`config.mk`:
```
export PLATFORM = sky130hd
export DESIGN_NAME = bafo_word_scan
export DESIGN_NICKNAME = d
export VERILOG_FILES = /design/src/rtl/bump_allocator_object_finder_macros.svh /design/src/rtl/bafo_pkg.sv /design/src/rtl/bafo_word_scan.sv
export SDC_FILE = /design/constraint.sdc
export NUM_CORES = 1
export LEC_CHECK = 0
export BUFFER_PORTS_ARGS = -buffer_cell sky130_fd_sc_hd__buf_2
export CAP_MARGIN = 20
export CORE_ASPECT_RATIO = 0.7
export CORE_UTILIZATION = 40
export DETAILED_ROUTE_END_ITERATION = 7
export GPL_TIMING_DRIVEN = 0
export PLACE_DENSITY = 0.76
export SETUP_SLACK_MARGIN = 0.2
export SLEW_MARGIN = 10
export SYNTH_ARGS = -nofsm -noshare
export SYNTH_HDL_FRONTEND = slang
export SYNTH_SLANG_ARGS = --single-unit
export TNS_END_PERCENT = 100
```
`constraint.sdc`:
```
create_clock -name vclk -period 6.14
set_clock_uncertainty 0.2 [all_clocks]
set_input_delay 0.614 -clock vclk [all_inputs]
set_output_delay 0.614 -clock vclk [all_outputs]
set_load 0.01 [all_outputs]
```
`src/rtl/bump_allocator_object_finder_macros.svh`:
```
// Assertion macros for the bump allocator object finder.
// Included by the top level; no other dependencies.
`ifndef BUMP_ALLOCATOR_OBJECT_FINDER_MACROS_SVH
`define BUMP_ALLOCATOR_OBJECT_FINDER_MACROS_SVH
`ifndef SYNTHESIS
// check a property on every rising clock edge outside reset
`define BAFO_ASSERT(lbl, clk, rst_n, prop) \
  lbl: assert property (@(posedge clk) disable iff (!rst_n) (prop)) \
    else $error("bafo assertion failed");
// antecedent implies consequent in the same cycle
`define BAFO_ASSERT_IMP(lbl, clk, rst_n, ante, cons) \
  lbl: assert property (@(posedge clk) disable iff (!rst_n) (ante) |-> (cons)) \
    else $error("bafo implication failed");
`else
`define BAFO_ASSERT(lbl, clk, rst_n, prop)
`define BAFO_ASSERT_IMP(lbl, clk, rst_n, ante, cons)
`endif
`endif

```
`src/rtl/bafo_pkg.sv`:
```
// Shared types and constants for the bump allocator object finder.
// No dependencies.
package bafo_pkg;

  // action codes
  localparam logic [1:0] ACT_ALLOC = 2'd0;
  localparam logic [1:0] ACT_FIND  = 2'd1;
  localparam logic [1:0] ACT_NEWPG = 2'd2;

  // status codes
  localparam logic [1:0] ST_OK       = 2'd0;
  localparam logic [1:0] ST_FULL     = 2'd1;
  localparam logic [1:0] ST_BAD_SIZE = 2'd2;
  localparam logic [1:0] ST_NO_OBJ   = 2'd3;

  localparam int OFF_W      = 21;
  localparam int CFG_W      = 22;
  localparam int SIZE_W     = 17;
  localparam int HDR_BYTES  = 8;
  localparam int WORD_BITS  = 64;
  localparam int WORD_BYTES = 512;
  localparam int BIT_W      = 6;
  localparam int USABLE_RST = 2060264;

  typedef struct packed {
    logic [1:0]       action;
    logic [15:0]      payload_size;
    logic [OFF_W-1:0] interior_offset;
  } cmd_t;

  typedef struct packed {
    logic [1:0]        status;
    logic [OFF_W-1:0]  object_offset;
    logic [SIZE_W-1:0] total_size;
  } res_t;

  // outcome of scanning one bitmap word
  typedef struct packed {
    logic             hit;
    logic [BIT_W-1:0] pos;
  } scan_t;

endpackage

```
`src/rtl/bafo_word_scan.sv`:
```
// Masks a bitmap word to bits at or below a limit and finds the highest set bit.
// Depends on bafo_pkg.
module bafo_word_scan (
  input  logic [bafo_pkg::WORD_BITS-1:0] word_i,
  input  logic [bafo_pkg::BIT_W-1:0]     lim_i,
  output bafo_pkg::scan_t                scan_o
);

  logic [bafo_pkg::WORD_BITS-1:0] masked;

  always_comb begin
    for (int k = 0; k < bafo_pkg::WORD_BITS; k++) begin
      masked[k] = word_i[k] && (bafo_pkg::BIT_W'(k) <= lim_i);
    end
  end

  // priority encode, highest wins
  always_comb begin
    scan_o.hit = |masked;
    scan_o.pos = '0;
    for (int k = 0; k < bafo_pkg::WORD_BITS; k++) begin
      if (masked[k]) begin
        scan_o.pos = bafo_pkg::BIT_W'(k);
      end
    end
  end

endmodule

```
; After elaboration in Yosys (flattened, before gate mapping)
; Index checks and enable logic that the tools add are counted.
[word_totals]
mem_count = 0
reg_bits = 0
latchBits = 0
ramBits = 0
mem_bits_ro = 0
[classes]
shift = 0
magnitude_cmp = 64
reduce_logical = 65
n_div = 0
n_addsub = 0
mul = 0
eq_ne = 0
n_bitwise = 0
muxes = 63
[ops]
columns = operator, count
row1 = $mux W6, 62
row2 = $le A6 B6 Y1 const A, 32
row3 = $le A5 B6 Y1 const A, 16
row4 = $logic_and A1 B1 Y1, 64
row5 = $reduce_or A64 Y1, 1
row6 = $le A4 B6 Y1 const A, 8
row7 = $le A3 B6 Y1 const A, 4
row8 = $le A1 B6 Y1 const A, 2
row9 = $le A2 B6 Y1 const A, 2
row10 = $mux W1, 1

; Logic depth before layout (Yosys ltp)
[depth]
ltp_word = 65
ltp_mapped = 11
depth_no_buf = 7

; Least setup slack after synthesis
; No wires, ideal clock.
[synth_timing]
path_type = input to output
start = input lim_i[1] (netlist bit)
end = output scan_o[0] (netlist bit)
t_arrival_ns = 2.595
n_path_buf = 1
cell_stages = 8
slack_ns = 2.731
path_cell_list = buf_2 > or4_4 > o21a_1 > a222oi_1 > o2111ai_1 > a2111o_1 > a221oi_2 > nor2_1
[synth_lines]
columns = item, line_no
row1 = "start, declared", bafo_word_scan.sv:5  ; input logic [bafo_pkg::BIT_W-1:0] lim_i,
row2 = "end, declared", bafo_word_scan.sv:6  ; output bafo_pkg::scan_t scan_o

==> results.toml <==
[global_route]
grt_pass1_wl_um = 14900
grt_overflow_total = 0
grt_pass1_vias = 2879
grt_usage_pct = 34.8
grt_max_degree = 11
antenna_found_initial = 0

[clock_tree]
post_cts_buffers = 0
cts_resized = 0
cts.hold.buffers_added = 0

[synthesis]
syn_area_sq_mm = 0.00208
synth_fp_nets = 410
synth-compound-area-share_pct = 61.6
yosysTopAreaCell = "o21ai_0"
synthTopCellsByArea = "o21ai_0 (9.6%), a21oi_1 (5.5%), nor2_1 (5.2%)"
synthCells = 340
yosys_warnings = 0
synth_top_family_by_area = "compound AO/OA/AOI/OAI gates"
avgSynthCellArea_sq_um = 6.13
synth-xor-area-share_pct = 0
muxShareOfSynthArea_pct = 0
synthAdderAreaFrac_pct = 0.961
synth_top_area_share_pct = 9.61
ys_types = 66
seq_area_frac_synth_pct = 0
yosys.area_share.simple_pct = 29.7

[setup_path]
worstPathArrival_ns = 3.60
cpMostUsedCell = "clkbuf_1"
cp.required_ns = 5.33
path_class = "in2out"
crit_slowest_cell = "a2111oi_0"
path_cells = "clkbuf_1, clkbuf_1, clkbuf_1, nor2_1, a2bb2oi_1, o31ai_1, a2111oi_0, o211ai_1, a21oi_1, nor2_1, buf_2"
endpoint_kind = "output port"
crit_fanout = 10
cp_slowest_stage_delay_ns = 0.57
startpoint = "lim_i[5]"
cp-start-kind = "primary input"

[timing]
timing.final.crit_period_ns = 4.41
worst_hold_slack_ns = 1.52
slew_headroom_pct = 54.6
fin_crit_sh_pct = 71.8
rsz0062_at_grt = "no"
setup_violations = 0
finalMaxSlewViolations = 0
max_clock_freq_mhz = 227
setup_tns_ns = 0
worst-slew-pin-transition_ns = 0.674
hold_viol = 0

[power_and_ir_drop]
power_mw = 0.205
ir_drop_mv = 0.0248
p_per_area_mw_per_mm2 = 80.9
leakagePower_nw = 0.985

[die]
coreArea_sq_mm = 0.00489
die_y_um = 62.4
design.die.area_sq_mm = 0.00551
start_util_pct = 42.6
pin_count = 77
fp.dieW_um = 88.3
rows = 21

[cells_and_area]
fill_cells = 537
areaGrowthSynthToFinish_pct = 21.7
flops_and_latches = 0
final_util_pct = 51.9
n_antenna_cell = 0
final-seq-area_sq_um = 0
drive_above_1_share_pct = 21.8
multiInputGateArea_sq_mm = 0.00192
final_common_cell = "buf_2"
nets = 485
final_cell_mix = "buf_2 (78), o21ai_0 (40), nor2_1 (29)"
nClkBuffers = 0

[worst_hold_path]
worstHoldPathType = "in2out"
holdCritStartpoint = "word_i[0]"

[flow_run]
maxCapViolCount = 0

[routing]
met3WireLength_um = 1510
wl_um = 9900
drcViolationCount = 0
drt-met1-wl_um = 4130
viasPerCell = 6.97
wire_per_inst_um = 20.5
wl_met2_um = 3940
ant_nets = 0
vias = 3361
top_layer = "met4"
drt_iter0_drc = 477
dr.pass1.iters = 6

[placement]
port_buffers = 73
place_hpwl_um = 7630
gp_congestion = 1.01

[outcome]
run_status = "finished, final reports clean"
## kinds of logic (layout without fill, tap and decap cells)
| group | after synthesis | count (layout) |
|---|---|---|
| buffers and inverters | 39 | 112 |
| adders and majority gates | 2 | 2 |
| and+or+nand+nor | 118 | 118 |
| AOI/OAI and AO/OA | 181 | 181 |
## routing by layer
metal | vias up | track usage, %
met1 | 1514 | 51.2
met5 | - | 0
li1 | 1505 | -
met3 | 40 | 8.98
met4 | 0 | 10.7
met2 | 302 | 48.5
## layout make-up
type | instances | share of cell area, %
inverter | 4 | 0.592
buffer | 35 | 5.73
tap | 69 | 3.41
timing repair buffer | 73 | 14.4
multi-input combinational | 301 | 75.9
## critical path, delay by kind of cell
| family | cells | cell delay [ns] |
|---|---|---|
| buffers and inverters | 4 | 1.43 |
| and+or+nand+nor | 2 | 0.17 |
| AOI/OAI and AO/OA | 5 | 1.38 |
## per-stage QoR
step	std cells	worst slack, ns	cell area [sq um]
2_1_floorplan	340	2.73	2080
3_3_place_gp	482	1.95	2530
3_5_place_dp	482	1.99	2530
4_1_cts	482	1.96	2530
5_1_grt	482	1.62	2530
6_report	482	1.73	2530
## report_power, final
group	leakage (nW)	switching, mW	internal (mW)	total [mW]
Clock	0	0	0	0
Sequential	0	0	0	0
Combinational	0.985	0.126	0.0791	0.205
Total	0.985	0.126	0.0791	0.205
## cell usage after synthesis, types with 5 or more instances
| library cell | number |
|---|---|
| nor2_1 | 29 |
| nor3_1 | 5 |
| nand2_1 | 23 |
| buf_1 | 5 |
| a21boi_0 | 5 |
| a21oi_1 | 23 |
| or2_2 | 6 |
| o21a_1 | 12 |
| o31ai_1 | 8 |
| a22oi_1 | 6 |
| o211ai_1 | 13 |
| a21o_1 | 7 |
| o22ai_1 | 9 |
| nand3_1 | 10 |
| and3_1 | 6 |
| o31a_1 | 5 |
| o21ai_0 | 40 |
| clkbuf_1 | 24 |
| or3_1 | 8 |
| and2_1 | 7 |
| buf_2 | 5 |
## final timing paths
kind	cells past startpoint	slack [ns]	to
worst min-delay path	5	1.52	scan_o[6]
worst max-delay path	11	1.73	scan_o[1]
Power figures use the tool's default switching activity.
